==> config.mk <==
export PLATFORM = sky130hd
export DESIGN_NAME = mrpc_div
export DESIGN_NICKNAME = d
export VERILOG_FILES = /design/src/design/mrpc_pkg.sv /design/src/design/mrpc_div.sv
export SDC_FILE = /design/constraint.sdc
export NUM_CORES = 2
export LEC_CHECK = 0
export ABC_AREA = 1
export BUFFER_PORTS_ARGS = -buffer_cell sky130_fd_sc_hd__buf_2
export CORE_AREA = 2 2 578 580
export CTS_CLUSTER_DIAMETER = 40
export CTS_CLUSTER_SIZE = 28
export DETAILED_ROUTE_END_ITERATION = 6
export DIE_AREA = 0 0 580 582
export PLACE_DENSITY = 0.46
export SLEW_MARGIN = 10
export SYNTH_ARGS = -nofsm -noshare
export SYNTH_HDL_FRONTEND = slang
export SYNTH_SLANG_ARGS = --single-unit
==> constraint.sdc <==
create_clock -name clk -period 3.3 [get_ports clk]
set_input_delay 0.165 -clock clk [delete_from_list [all_inputs] [get_ports clk]]
set_output_delay 0.165 -clock clk [all_outputs]
set_load 0.02 [all_outputs]
==> src/design/mrpc_pkg.sv <==
`timescale 1ns / 1ps
package mrpc_pkg;

  typedef struct packed {
    logic signed [31:0] a_x;
    logic signed [31:0] a_y;
    logic signed [31:0] a_z;
    logic signed [31:0] b_x;
    logic signed [31:0] b_y;
    logic signed [31:0] b_z;
  } req_t;

  typedef struct packed {
    logic signed [31:0] out_x;
    logic signed [31:0] out_y;
    logic signed [31:0] out_z;
    logic [1:0]         status;
  } rsp_t;

  typedef struct packed {
    logic       zero;
    logic [2:0] neg;
    logic [2:0] ovf;
  } flags_t;

  localparam logic [1:0] ST_OK   = 2'd0;
  localparam logic [1:0] ST_SAT  = 2'd1;
  localparam logic [1:0] ST_ZERO = 2'd2;

  localparam int QBITS = 32;
  localparam logic [31:0] SAT_POS = 32'h7fff_ffff;
  localparam logic [31:0] SAT_NEG = 32'h8000_0000;

  // signed width of the denominator
  function automatic int mrpc_dsw(int f);
    int mx;
    mx = (4 * f > 130) ? 4 * f : 130;
    return mx + 3;
  endfunction

  // signed width of the numerator before scaling
  function automatic int mrpc_nw(int f);
    return ((2 * f + 32 > 96) ? 2 * f + 32 : 96) + 4;
  endfunction

  // width of the scaled dividend
  function automatic int mrpc_xw(int f);
    int a;
    int b;
    a = mrpc_nw(f) + 2 * f;
    b = mrpc_dsw(f) - 1;
    return ((a > b) ? a : b) + 1;
  endfunction

  // partial remainder width
  function automatic int mrpc_rw(int f);
    return mrpc_dsw(f) + 1;
  endfunction

  // width of the overflow compare
  function automatic int mrpc_cw(int f);
    int a;
    int b;
    a = mrpc_xw(f);
    b = mrpc_dsw(f) + QBITS;
    return (a > b) ? a : b;
  endfunction

endpackage

==> src/design/mrpc_div.sv <==
`timescale 1ns / 1ps
module mrpc_div #(
  parameter int FRAC_BITS = 28,
  parameter int STEP      = 0
) (
  input  logic                                            clk,
  input  logic                                            rst,
  input  logic                                            en,
  input  logic                                            vld,
  input  logic [2:0][mrpc_pkg::mrpc_rw(FRAC_BITS)-1:0]    rem,
  input  logic [2:0][mrpc_pkg::QBITS-1:0]                 xl,
  input  logic [2:0][mrpc_pkg::QBITS-1:0]                 quo,
  input  logic [mrpc_pkg::mrpc_dsw(FRAC_BITS)-1:0]        divisor,
  input  mrpc_pkg::flags_t                                flags,
  output logic                                            stage_vld,
  output logic [2:0][mrpc_pkg::mrpc_rw(FRAC_BITS)-1:0]    stage_rem,
  output logic [2:0][mrpc_pkg::QBITS-1:0]                 stage_xl,
  output logic [2:0][mrpc_pkg::QBITS-1:0]                 stage_quo,
  output logic [mrpc_pkg::mrpc_dsw(FRAC_BITS)-1:0]        stage_divisor,
  output mrpc_pkg::flags_t                                stage_flags
);
  import mrpc_pkg::*;

  localparam int RW = mrpc_rw(FRAC_BITS);

  logic [RW-1:0] trial    [3];
  logic [RW-1:0] rem_next [3];
  logic [2:0]    ge;

  // one restoring step per lane
  always_comb begin
    for (int i = 0; i < 3; i++) begin
      trial[i]    = {rem[i][RW-2:0], xl[i][QBITS-1-STEP]};
      ge[i]       = trial[i] >= {1'b0, divisor};
      rem_next[i] = ge[i] ? trial[i] - {1'b0, divisor} : trial[i];
    end
  end

  always_ff @(posedge clk) begin
    if (rst) begin
      stage_vld <= 1'b0;
    end else if (en) begin
      stage_vld <= vld;
    end
  end

  always_ff @(posedge clk) begin
    if (en) begin
      stage_divisor <= divisor;
      stage_flags   <= flags;
      for (int i = 0; i < 3; i++) begin
        stage_rem[i] <= rem_next[i];
        stage_xl[i]  <= xl[i];
        stage_quo[i] <= {quo[i][QBITS-2:0], ge[i]};
      end
    end
  end

endmodule

==> impl_metrics.py <==
metrics = {
    "sta": {
        "period_share_pct": 97.7,
        "timing.final.crit_period_ps": 3230,
        "finalSetupViolCount": 0,
        "report.final.slew_viol_count": 0,
        "tightest_slew_ps": 957,
        "fin_skew_ps": 0,
        "hold_violations": 0,
        "rsz0062_at_grt": "no",
        "slew_headroom_pct": 36.2,
        "fmax_ghz": 0.310,
    },
    "synthesis": {
        "netlist_instances": 11100,
        "synth_nets": 12300,
        "ys_seq_area_share_pct": 32.1,
        "syn-cell-area_um2": 68800,
        "ys_seq_elements": 735,
        "netlist-cell-type-count": 38,
        "synthArstFlopShare_pct": 0,
        "yosysWarningCount": 0,
        "synth_flop_cell": "edfxtp_1",
        "synth.avg_cell_area_um2": 6.18,
        "synth_edf_count": 734,
    },
    "floorplanning": {
        "die_area_um2": 338000,
        "core_um2": 332000,
        "io_pins": 1473,
        "initial_core_util_pct": 20.7,
        "rows": 212,
        "die_y_um": 582,
        "die_x_um": 580,
    },
    "run": {
        "cap_violations": 0,
    },
    "power": {
        "p_seq_share_pct": 25.2,
        "power.switching_mw": 19.7,
        "pwr-share-comb_pct": 37.5,
        "peakVddDrop_uv": 415,
        "p_sw_share_pct": 39.6,
        "leakagePower_nw": 59.1,
        "cellInternalPower_mw": 30.0,
        "clkPwrFrac_pct": 37.2,
        "p_per_area_nw_per_um2": 447,
    },
    "detailed_routing": {
        "via_per_inst": 4.56,
        "drc": 1,
        "drt_iter0_markers": 9126,
        "avgRoutedWirePerCell_um": 27.4,
        "antenna_left": 0,
        "wl_um": 547000,
        "num_vias": 91000,
        "dr.pass1.iters": 7,
    },
    "critical_path": {
        "critical_path_class": "input pin to flop",
        "crit_chain": "dlygate4sd3_1 > buf_2 > inv_1 > buf_4 > ha_1 > nand2_1 > nor2_2 > nand2_1 > nor2_2 > nand2_1 > nor4_4 > nor2_1 > nand2_4 > buf_4 > nand3_1 > nand2_1",
        "worstPathRequired_ps": 4000,
        "timing.rr.end": "stage_vld$_SDFFE_PP0P_",
        "crit_path_top_delay_cell": "dlygate4sd3_1",
        "r2r_cells": 3,
        "crit_arrival_ps": 3920,
        "path_common_cell": "nand2_1",
        "r2r_slack_ps": 2170,
        "critPathCapture": "stage_rem[369]$_DFFE_PP_",
        "rr_startpoint": "stage_vld$_SDFFE_PP0P_",
        "critPathLaunchType": "input pin",
        "cp-end-kind": "flop",
        "max_stage_delay_ps": 630,
        "crit_start": "divisor[52]",
        "critical_path.max_fanout": 15,
    },
    "layout": {
        "register_area_um2": 22100,
        "finalNonFillerCells": 19900,
        "fin_util_pct": 33.6,
        "num-nets-final": 16500,
        "multi_input_area_um2": 37700,
        "stdcell_area_um2": 111000,
        "layout-drive-gt1-share_pct": 22.6,
        "n_fill_cell": 36600,
        "area_delta_synth_final_pct": 61.9,
    },
    "placed_design": {
        "hpwlAfterDp_um": 483000,
        "gp_congestion": 1.08,
        "dp_cells": 18600,
        "numPortBuffers": 1466,
        "placed_area_um2": 95200,
    },
    "global_route": {
        "grt_usage_pct": 31.2,
        "grt_pass1_wl_um": 716000,
        "antenna_found_initial": 171,
        "first_global_vias": 88900,
        "grt_max_degree": 71,
        "grt_overflow": 0,
    },
    "worst_hold_path": {
        "min_path_type": "input pin to flop",
    },
    "clock_tree": {
        "cts-root-buf": "clkbuf_16",
        "cts_made_buffers": 178,
        "cts_num_sinks": 735,
        "htree_levels": 4,
        "cts_buffer_depth": 4,
        "cts_tree": "built",
        "clock_latency_ps": 850,
        "cts.clk_slew.worst_paths_ps": 50,
    },
    "run_status": {
        "violations": "design-rule violations",
        "status": "finished with violations",
    },
}
## sequential cells by signal, indices dropped and copies added, names as in the netlist
signal / cells
stage_xl: 96
stage_divisor: 133
stage_vld: 1
stage_rem: 402
stage_quo: 96
stage_flags: 7
## kinds of logic (layout without fill, tap and decap cells)
| kind of cell | after synthesis | in the layout | share of synthesized area, % |
|---|---|---|---|
| other | 0 | 65 | 0 |
| AOI/OAI and AO/OA | 824 | 824 | 6.35 |
| and+or+nand+nor | 6631 | 6631 | 38.4 |
| buffers and inverters | 2341 | 6691 | 13.2 |
| adders and majority gates | 402 | 402 | 7.34 |
| DFF | 735 | 735 | 32.1 |
| xor gates and xnor gates | 207 | 207 | 2.63 |
| muxes | 1 | 1 | 0.0145 |
## through the flow
step                      hold WS [ps]  setup TNS, ps  setup slack, ps  total power, mW
after floorplan                    237              0              883             19.9
after global placement             333         -28180             -235             30.1
after detailed placement           343         -26410             -217             30.1
after CTS                         1.37              0              158             49.9
after global routing              24.6              0             15.7             51.6
final                             44.1              0             74.9             49.8
## layer usage
metal	vias to the layer above	part of all wire (%)	wire [um]	GRT usage, %
met5	-	0.054	298	0
met4	46	6.4	35200	17.1
met3	924	7.8	42400	5.17
met2	4301	46	251000	52.1
met1	42800	40	218000	38.1
li1	43000	-	-	-
## final cells by class
class | count | share of cell area [%]
multi-input combinational | 8065 | 33.9
timing repair buffer | 4107 | 28.1
sequential | 735 | 19.8
inverter | 2257 | 7.61
tap | 4387 | 4.93
clock buffer | 191 | 4.08
clock inverter | 136 | 1.44
antenna | 65 | 0.146
## cell usage in the layout (no fill, tap or decap), drive strengths merged
| cell | netlist | routed |
|---|---|---|
| ha | 399 | 399 |
| a21boi | 2 | 2 |
| a21o | 10 | 10 |
| o21ai | 229 | 229 |
| nand2 | 4733 | 4733 |
| dfxtp | 1 | 1 |
| buf | 84 | 3124 |
| mux2i | 1 | 1 |
| or2 | 6 | 6 |
| and2 | 2 | 2 |
| xor2 | 200 | 200 |
| clkinv | 3 | 64 |
| o21a | 5 | 5 |
| fa | 3 | 3 |
| and3 | 2 | 2 |
| o211ai | 2 | 2 |
| nand4 | 100 | 100 |
| edfxtp | 734 | 734 |
| a21oi | 501 | 501 |
| diode | 0 | 65 |
| dlygate4sd3 | 0 | 983 |
| o21bai | 75 | 75 |
| clkbuf | 0 | 191 |
| xnor2 | 7 | 7 |
| nor4 | 34 | 34 |
| nand3 | 500 | 500 |
| nand3b | 85 | 85 |
| bufinv | 0 | 19 |
| nor2 | 1084 | 1084 |
| inv | 2254 | 2291 |
| clkinvlp | 0 | 19 |
| nor3 | 85 | 85 |
## worst max-delay path: cells and delay by family
kind,cells,cell delay (ps)
AND/OR/NAND/NOR,10,1980
buffers and inverters,5,1300
adder cells (fa/ha/maj),1,450
## timing repair
| action | 4_1_cts | 5_1_grt |
|---|---|---|
| endpoints found under the setup margin | 0 | 93 |
| hold buffers | 983 | 0 |
| buffers inserted | 0 | 0 |
| endpoints found under the hold margin | 802 | 0 |
| gates resized for setup | 0 | 12 |
## cell usage after synthesis, types with 75 or more instances
cell         n  area (um2)
ha_1       399        4990
o21bai_1    75         563
nor2_1    1064        3990
o21ai_0    227        1140
nor3_1      81         405
nand4_1    100         626
nand3b_1    85         638
a21oi_1    498        2490
nand3_1    493        2470
inv_1     2232        8380
nand2_1   4724       17700
xor2_1     200        1750
edfxtp_1   734       22000
## power groups by stage
stage / Sequential, mW / Clock, mW / Combinational, mW
detailed placement: 12.7 / 0 / 17.3
finish: 12.6 / 18.5 / 18.7
global route: 12.6 / 19.2 / 19.7
floorplan: 13.7 / 0 / 6.21
global placement: 12.8 / 0 / 17.3
CTS: 12.6 / 18.9 / 18.4
## worst min path at each step
stage                           start  cells past startpoint                     endpoint  slack (ps)
after floorplan                   rst                      1       stage_vld$_SDFFE_PP0P_         240
after global placement            rst                      2       stage_vld$_SDFFE_PP0P_         330
after detailed placement      quo[23]                      1      stage_quo[24]$_DFFE_PP_         340
after CTS                 divisor[34]                      2  stage_divisor[34]$_DFFE_PP_           1
after global routing           xl[68]                      2       stage_xl[68]$_DFFE_PP_          20
final                      divisor[1]                      2   stage_divisor[1]$_DFFE_PP_          40
No activity file was read; power rests on OpenSTA's default activity.
