$ cat config.mk
export PLATFORM = sky130hd
export DESIGN_NAME = mrpc_round
export DESIGN_NICKNAME = d
export VERILOG_FILES = /design/src/design/mrpc_pkg.sv /design/src/design/mrpc_round.sv
export SDC_FILE = /design/constraint.sdc
export NUM_CORES = 1
export LEC_CHECK = 0
export BUFFER_PORTS_ARGS = -buffer_cell sky130_fd_sc_hd__buf_2
export CAP_MARGIN = 20
export CORE_MARGIN = 4
export CORE_UTILIZATION = 30
export DETAILED_ROUTE_END_ITERATION = 7
export GPL_ROUTABILITY_DRIVEN = 0
export PLACE_DENSITY_LB_ADDON = 0.12
export SYNTH_ARGS = -nofsm -noshare
export SYNTH_HDL_FRONTEND = slang
export SYNTH_SLANG_ARGS = --single-unit
export TNS_END_PERCENT = 50
$ cat constraint.sdc
create_clock -name clk -period 3.27 [get_ports clk]
set_input_delay 0.327 -clock clk [delete_from_list [all_inputs] [get_ports clk]]
set_output_delay 0.327 -clock clk [all_outputs]
set_load 0.1 [all_outputs]
$ cat src/design/mrpc_pkg.sv
`timescale 1ns / 1ps
package mrpc_pkg;

  typedef struct packed {
    logic signed [31:0] a_x;
    logic signed [31:0] a_y;
    logic signed [31:0] a_z;
    logic signed [31:0] b_x;
    logic signed [31:0] b_y;
    logic signed [31:0] b_z;
  } req_t;

  typedef struct packed {
    logic signed [31:0] out_x;
    logic signed [31:0] out_y;
    logic signed [31:0] out_z;
    logic [1:0]         status;
  } rsp_t;

  typedef struct packed {
    logic       zero;
    logic [2:0] neg;
    logic [2:0] ovf;
  } flags_t;

  localparam logic [1:0] ST_OK   = 2'd0;
  localparam logic [1:0] ST_SAT  = 2'd1;
  localparam logic [1:0] ST_ZERO = 2'd2;

  localparam int QBITS = 32;
  localparam logic [31:0] SAT_POS = 32'h7fff_ffff;
  localparam logic [31:0] SAT_NEG = 32'h8000_0000;

  // signed width of the denominator
  function automatic int mrpc_dsw(int f);
    int mx;
    mx = (4 * f > 130) ? 4 * f : 130;
    return mx + 3;
  endfunction

  // signed width of the numerator before scaling
  function automatic int mrpc_nw(int f);
    return ((2 * f + 32 > 96) ? 2 * f + 32 : 96) + 4;
  endfunction

  // width of the scaled dividend
  function automatic int mrpc_xw(int f);
    int a;
    int b;
    a = mrpc_nw(f) + 2 * f;
    b = mrpc_dsw(f) - 1;
    return ((a > b) ? a : b) + 1;
  endfunction

  // partial remainder width
  function automatic int mrpc_rw(int f);
    return mrpc_dsw(f) + 1;
  endfunction

  // width of the overflow compare
  function automatic int mrpc_cw(int f);
    int a;
    int b;
    a = mrpc_xw(f);
    b = mrpc_dsw(f) + QBITS;
    return (a > b) ? a : b;
  endfunction

endpackage

$ cat src/design/mrpc_round.sv
`timescale 1ns / 1ps
module mrpc_round (
  input  logic                            clk,
  input  logic                            rst,
  input  logic                            en,
  input  logic                            vld,
  input  logic [2:0][mrpc_pkg::QBITS-1:0] quo,
  input  mrpc_pkg::flags_t                flags,
  output logic                            rsp_valid,
  output mrpc_pkg::rsp_t                  rsp_data
);
  import mrpc_pkg::*;

  logic [31:0] lim [3];
  logic [31:0] val [3];
  logic [2:0]  sat;
  rsp_t        rsp_next;

  always_comb begin
    for (int i = 0; i < 3; i++) begin
      lim[i] = flags.neg[i] ? SAT_NEG : SAT_POS;
      sat[i] = flags.ovf[i] | (quo[i] > lim[i]);
      if (sat[i]) begin
        val[i] = lim[i];
      end else begin
        val[i] = flags.neg[i] ? (32'd0 - quo[i]) : quo[i];
      end
    end
    if (flags.zero) begin
      rsp_next.out_x  = '0;
      rsp_next.out_y  = '0;
      rsp_next.out_z  = '0;
      rsp_next.status = ST_ZERO;
    end else begin
      rsp_next.out_x  = val[0];
      rsp_next.out_y  = val[1];
      rsp_next.out_z  = val[2];
      rsp_next.status = (|sat) ? ST_SAT : ST_OK;
    end
  end

  always_ff @(posedge clk) begin
    if (rst) begin
      rsp_valid <= 1'b0;
    end else if (en) begin
      rsp_valid <= vld;
    end
  end

  always_ff @(posedge clk) begin
    if (en) begin
      rsp_data <= rsp_next;
    end
  end

endmodule

==> reports/metrics.csv, run 1 <==
stage;metric;value;unit
status;run_status;completed;
critical_path;r2r_end;rsp_valid;
detailed_routing;drt_iter0_drc;488;
sta;tightest_slew;0.735;ns
clock_tree;h-tree-depth;3;
critical_path;cp_slowest_cell;a2111oi_1;
synthesis;synthDistinctLibCells;80;
power;power_density;420;mW/mm²
critical_path;r2r_start;rsp_valid;
finish;n_antenna_cell;0;
critical_path;cp-start-kind;input pin;
floorplanning;start_util;30.7;%
global_routing;track_usage;18.2;%
power;power;4.65;mW
synthesis;synth_most_common_cell;ha_1;
synthesis;synth_top_family_by_area;simple AND/OR/NAND/NOR gates;
global_routing;grt_pass1_wl;48000;µm
synthesis;netlist_area;0.00887;mm²
clock_tree;clockBufferDepth;2;
min_path;holdPathStages;2;
global_routing;antenna_found_initial;1;
placement;dp.cells;1573;
detailed_routing;first_pass_iters;5;
synthesis;synth_xor_area_share;1.28;%
power;vdd_drop_max;0.000310;V
synthesis;synth_seq_cells;99;
critical_path;path_max_fanout;13;
critical_path;critPathKind;in -> reg;
sta;slew_headroom;51.0;%
detailed_routing;met1_length;14200;µm
synthesis;synth_nets;1174;
detailed_routing;wl_met3;1340;µm
sta;fin_skew;0;ns
clock_tree;cts_tree;done;
detailed_routing;via_per_inst;5.47;
finish;layout.nets;1406;
floorplanning;die_x;180;µm
synthesis;synthCells;968;
detailed_routing;drtAntennaViolNets;0;
power;leakagePower;4.37;nW
detailed_routing;vias;8696;
flow_run;max_cap_violations;0;
min_path;hold_path_class;in -> reg;
clock_tree;cts_sinks;99;
sta;whs;0.123;ns
sta;maxSlewViolCount;0;
synthesis;synth_area_per_cell;9.17;µm²
critical_path;slowest_delay;0.54;ns
min_path;hold_end;rsp_valid;
synthesis;synth_fa_ha_area_share;14.0;%
clock_tree;ctsRootBufferMaster;clkbuf_16;
synthesis;synth-async-reset-ratio;0;%
finish;layout-drive-gt1-share;27.4;%
critical_path;reg2reg_depth;2;
sta;final.period_utilization;91.9;%
global_routing;grt-ovfl-total;0;
detailed_routing;wirelength;30500;µm
synthesis;synth_top_cell_by_area;edfxtp_1;
power;clkPwrFrac;24.3;%
power;p_sw_share;44.3;%
synthesis;synth_mux_area_share;1.26;%
critical_path;ff2ff_setup_slack;2.69;ns
critical_path;crit_path_end_kind;flop;
min_path;min_from;rst;
power;p_sw;2.06;mW
detailed_routing;wl_met2;14500;µm
clock_tree;clk_pin_slew;0.07;ns
floorplanning;num_rows;62;
global_routing;grt_pass1_vias;8369;
synthesis;synth_ff_type;edfxtp_1;
placement;port_buffers;205;
floorplanning;die_h;180;µm
sta;rsz0062_at_grt;false;
power;seqPwrFrac;33.9;%
sta;hold_violations;0;
finish;final_cell_area;0.0111;mm²
placement;placed_area;0.0108;mm²
critical_path;cp_data_arrival_time;3.07;ns
synthesis;synth_compound_area_share;22.6;%
global_routing;grt_max_degree;48;
synthesis;ys_top_cells_by_count;ha_1, edfxtp_1, nand2_1;
clock_tree;clock_latency;0.35;ns
synthesis;synth_warnings;0;
detailed_routing;top_layer;met5;
synthesis;netlist.area_leader.share;33.2;%
floorplanning;core_area;0.0289;mm²
finish;syn2layout_area_growth;24.8;%
clock_tree;numCtsBuffers;9;
synthesis;yosys-top-cells-area;edfxtp_1, ha_1, a21oi_1;
critical_path;crit_path_frequent_cell;buf_4;
critical_path;cp.required;3.34;ns
sta;fin_crit;3.01;ns
finish;finalNonFillerCells;1589;
floorplanning;die-area;0.0324;mm²
power;pwr-share-comb;41.8;%
synthesis;synth_enable_flop_cells;98;
critical_path;crit_chain;buf_2, buf_4, inv_1, ha_1, nand4_1, nor4_1, buf_4, a21oi_1, a31oi_1, a21oi_2, buf_4, buf_4, a2111oi_1;
critical_path;cp-startpoint;flags[4];
floorplanning;io-pin-count;206;
synthesis;yosys.area_share.simple;24.1;%
power;p_int;2.59;mW
placement;post-dp-hpwl;23200;µm
clock_tree;post_cts_buffers;0;
synthesis;yosysSeqAreaShare;33.4;%
detailed_routing;post_drt_wl_per_cell;19.2;µm
sta;setup_viol;0;
sta;finalSetupTns;0;ns
sta;fmax;333;MHz
detailed_routing;drc;0;
-- worst max-delay path, delay by kind of cell --
kind,cells,cell delay [ns]
buffers and inverters,6,1.10
AND/OR/NAND/NOR,2,0.37
adder cells (fa/ha/maj),1,0.31
AO/OA/AOI/OAI,4,0.96
-- what timing repair did --
action | CTS | global route
hold buffers | 0 | 0
hold endpoints to repair | 0 | 0
resized for setup | 0 | 1
endpoints found under the setup margin | 0 | 1
-- placed cells by master, fill, tap and decap left out, types with 9 or more instances in the layout --
cell	count
nor3_1	36
a21oi_1	73
edfxtp_1	98
nor2_1	69
mux2i_1	10
nor4_1	14
or4_1	30
buf_4	61
a2111oi_0	20
a211oi_1	13
nand3_1	30
nand2b_1	13
nand4b_1	10
a21o_1	11
a221oi_1	12
nand2_1	89
ha_1	99
nand4_1	21
o21ai_0	50
xor2_1	10
buf_2	203
inv_1	21
or3_1	15
a31oi_1	33
clkbuf_16	9
a2bb2oi_1	9
-- metrics by stage --
step	utilization (%)	setup WS, ns
floorplan	-	0.0156
global placement	37.2	-0.187
detailed placement	37.2	-0.179
CTS	38.3	0.185
global route	38.3	0.0642
finish	38.3	0.264
-- metal layers --
layer | GRT usage [%] | vias to the layer above
li1 | - | 4317
met1 | 25.4 | 4110
met2 | 30.0 | 242
met3 | 2.77 | 25
met4 | 4.05 | 2
met5 | 0 | -
-- power by group through the flow --
stage | sequential, mW | clock (mW) | combinational (mW)
global route | 1.59 | 1.22 | 2.07
detailed placement | 1.61 | 0 | 1.95
finish | 1.58 | 1.13 | 1.94
floorplan | 2.46 | 0 | 0.530
global placement | 1.61 | 0 | 1.94
CTS | 1.58 | 1.18 | 1.95
-- how the worst max path moves through the flow --
| stage | end | slack (ns) |
|---|---|---|
| after detailed placement | rsp_data[54] | -0.18 |
| after global routing | rsp_data[54] | 0.06 |
| after CTS | rsp_data[54] | 0.18 |
| final | rsp_data[54] | 0.26 |
| after floorplan | rsp_data[11] | 0.02 |
| after global placement | rsp_data[54] | -0.19 |
-- logic make-up after synthesis --
family	Yosys count
and+or+nand+nor	386
AOI/OAI and AO/OA	288
buffers and inverters	72
xor gates and xnor gates	13
muxes	11
adders and majority gates	99
DFF	99
-- state kept, by name, summed over array words and instances (netlist names) --
signal     count
rsp_data      98
rsp_valid      1
-- final cells by class --
type,count,area [µm²]
Tap cell,384,480
Fill cell,2937,17900
Timing Repair Buffer,272,1630
Clock inverter,5,62.6
Multi-Input combinational cell,797,5620
Sequential cell,99,2960
Inverter,21,78.8
Clock buffer,11,233
No activity file was read; power rests on OpenSTA's default activity.
==> run 2, diff against run 1 <==
- clock period: 3.27 -> 3.3 ns (I/O delays scaled with it)
==> run 2 against run 1 <==
Against the previous run: core utilization fell by 0.31 points; cell area fell by 0.81%; largest cell class unchanged; first-iteration DRC count rose by 16%; non-clock buffer count fell by 8; clock power barely moved; sequential power barely moved; via count rose by 0.15%; count of clock-buffer cells in the layout fell by 2.
==> reports/metrics.csv, run 2 (synthesized netlist as in run 1, its figures left out) <==
stage;metric;value;unit;change
status;run_status;completed;;
critical_path;ff2ff_setup_slack;2.73;ns;+0.04 ns
critical_path;r2r_end;rsp_valid;;
finish;regArea;0.00296;mm²;unchanged
floorplanning;start_util;30.7;%;unchanged
power;power_density;421;mW/mm²;about the same
global_routing;track_usage;17.9;%;-0.34 points
sta;finalSetupTns;0;ns;unchanged
power;power;4.62;mW;-0.72%
finish;n_antenna_cell;0;;unchanged
clock_tree;clock_latency;0.35;ns;about the same
min_path;hold_end;rsp_valid;;
floorplanning;core_area;0.0289;mm²;unchanged
critical_path;critPathKind;in -> reg;;
floorplanning;die-area;0.0324;mm²;unchanged
critical_path;reg2reg_depth;2;;unchanged
clock_tree;clockBufferDepth;2;;unchanged
flow_run;max_cap_violations;0;;unchanged
clock_tree;cts_hold_buf;0;;unchanged
detailed_routing;first_pass_iters;5;;unchanged
sta;hold_violations;0;;unchanged
detailed_routing;wirelength;30200;µm;-0.96%
finish;layout-drive-gt1-share;27.0;%;-0.40 points
sta;maxSlewViolCount;0;;unchanged
sta;fin_crit;3.05;ns;
global_routing;grt_pass1_vias;8285;;-1.0%
finish;layout_common_cells;buf_2, ha_1, edfxtp_1, nand2_1, a21oi_1;;
finish;layout_commonest_cell;buf_2;;
sta;rsz0062_at_grt;false;;
sta;tightest_slew;0.823;ns;+0.0886 ns
critical_path;cp_data_arrival_time;3.10;ns;+0.03 ns
finish;n_fill_cell;3021;;+2.9%
sta;slew_headroom;45.1;%;-5.9 points
clock_tree;post_cts_buffers;0;;unchanged
clock_tree;cts_sinks;99;;unchanged
finish;multi_input_area;0.00561;mm²;about the same
sta;fin_skew;0;ns;unchanged
finish;syn2layout_area_growth;23.8;%;
finish;top_register;rsp_data;;
critical_path;cp-start-kind;input pin;;
critical_path;path_max_fanout;28;;+15
placement;post-dp-hpwl;22800;µm;-1.8%
power;leakagePower;4.32;nW;-1.1%
detailed_routing;vias;8709;;+0.15%
clock_tree;h-tree-depth;3;;unchanged
placement;dp.cells;1565;;-0.51%
sta;fmax;328;MHz;
detailed_routing;drc;0;;unchanged
critical_path;cp.required;3.36;ns;+0.02 ns
critical_path;r2r_start;rsp_valid;;
placement;port_buffers;205;;unchanged
global_routing;grt_max_degree;65;;+35%
floorplanning;io-pin-count;206;;unchanged
clock_tree;numCtsBuffers;9;;unchanged
clock_tree;clk_pin_slew;0.07;ns;about the same
min_path;holdPathStages;2;;unchanged
min_path;min_from;rst;;
detailed_routing;drtAntennaViolNets;0;;unchanged
finish;top_regs;rsp_data (98), rsp_valid (1);;
floorplanning;die_x;180;µm;unchanged
floorplanning;num_rows;62;;unchanged
finish;finalNonFillerCells;1581;;-0.50%
floorplanning;die_h;180;µm;unchanged
finish;layout.nets;1398;;-0.57%
finish;largest_reg_flops;98;;unchanged
global_routing;antenna_found_initial;1;;unchanged
detailed_routing;drt_iter0_drc;565;;+16%
min_path;hold_path_class;in -> reg;;
clock_tree;cts_tree;done;;
power;vdd_drop_max;0.000233;V;-25%
critical_path;crit_path_end_kind;flop;;
detailed_routing;via_per_inst;5.51;;+0.66%
sta;final.period_utilization;92.3;%;
sta;setup_viol;0;;unchanged
global_routing;grt-ovfl-total;0;;unchanged
global_routing;grt_pass1_wl;47500;µm;-0.98%
detailed_routing;post_drt_wl_per_cell;19.1;µm;-0.46%
clock_tree;post_cts_resized;0;;unchanged
clock_tree;ctsRootBufferMaster;clkbuf_16;;
==> run 2: worst max path at each step <==
stage | cells after the start | end | startpoint | slack, ns
floorplan | 15 | rsp_data[74] | flags[3] | 0.03
global placement | 11 | rsp_data[54] | flags[4] | 0.02
detailed placement | 11 | rsp_data[54] | flags[4] | -0.04
CTS | 11 | rsp_data[54] | flags[4] | 0.30
global route | 11 | rsp_data[44] | flags[4] | 0.08
finish | 11 | rsp_data[54] | flags[4] | 0.25
==> run 2: report_power, final <==
part | switching [mW] | internal [mW] | total (mW) | leakage [nW]
logic | 1.48 | 0.425 | 1.90 | 3.23
clock network | 0.556 | 0.602 | 1.16 | 0.145
registers | 0.0356 | 1.52 | 1.56 | 0.953
==> run 2: metal layers <==
metal  vias to the layer above  wire, µm  share of wire (%)  GRT usage [%]
met4                         2       310                1.0           3.35
met5                         -         7              0.023              0
met1                      4134     14400                 48           24.9
met3                        26      1420                4.7           3.05
met2                       247     14000                 47           29.5
li1                       4300         -                  -              -
==> run 2: cell type report <==
cell class / instances / area share [%]
Clock inverter: 7 / 0.752
Sequential cell: 99 / 27.0
Timing Repair Buffer: 264 / 14.0
Inverter: 21 / 0.718
Clock buffer: 9 / 2.05
Multi-Input combinational cell: 797 / 51.1
Tap cell: 384 / 4.38
==> run 2: metrics by stage <==
step	hold WS [ns]	cell area (µm²)	worst slack [ns]	utilization [%]
6_report	0.118	11000	0.254	37.9
5_1_grt	0.104	11000	0.0794	37.9
4_1_cts	0.103	11000	0.299	37.9
3_5_place_dp	0.482	10700	-0.0436	36.9
3_3_place_gp	0.471	10700	0.0162	36.9
2_1_floorplan	0.402	8880	0.0265	-
==> run 2: worst max-delay path, stage by stage <==
cell       delay [ns]
buf_2            0.14
buf_12           0.17
ha_1             0.32
nand4_1          0.15
or4_1            0.56
a21oi_1          0.17
a31oi_1          0.09
a21oi_2          0.23
nor2_1           0.08
buf_4            0.19
a2111oi_0        0.67
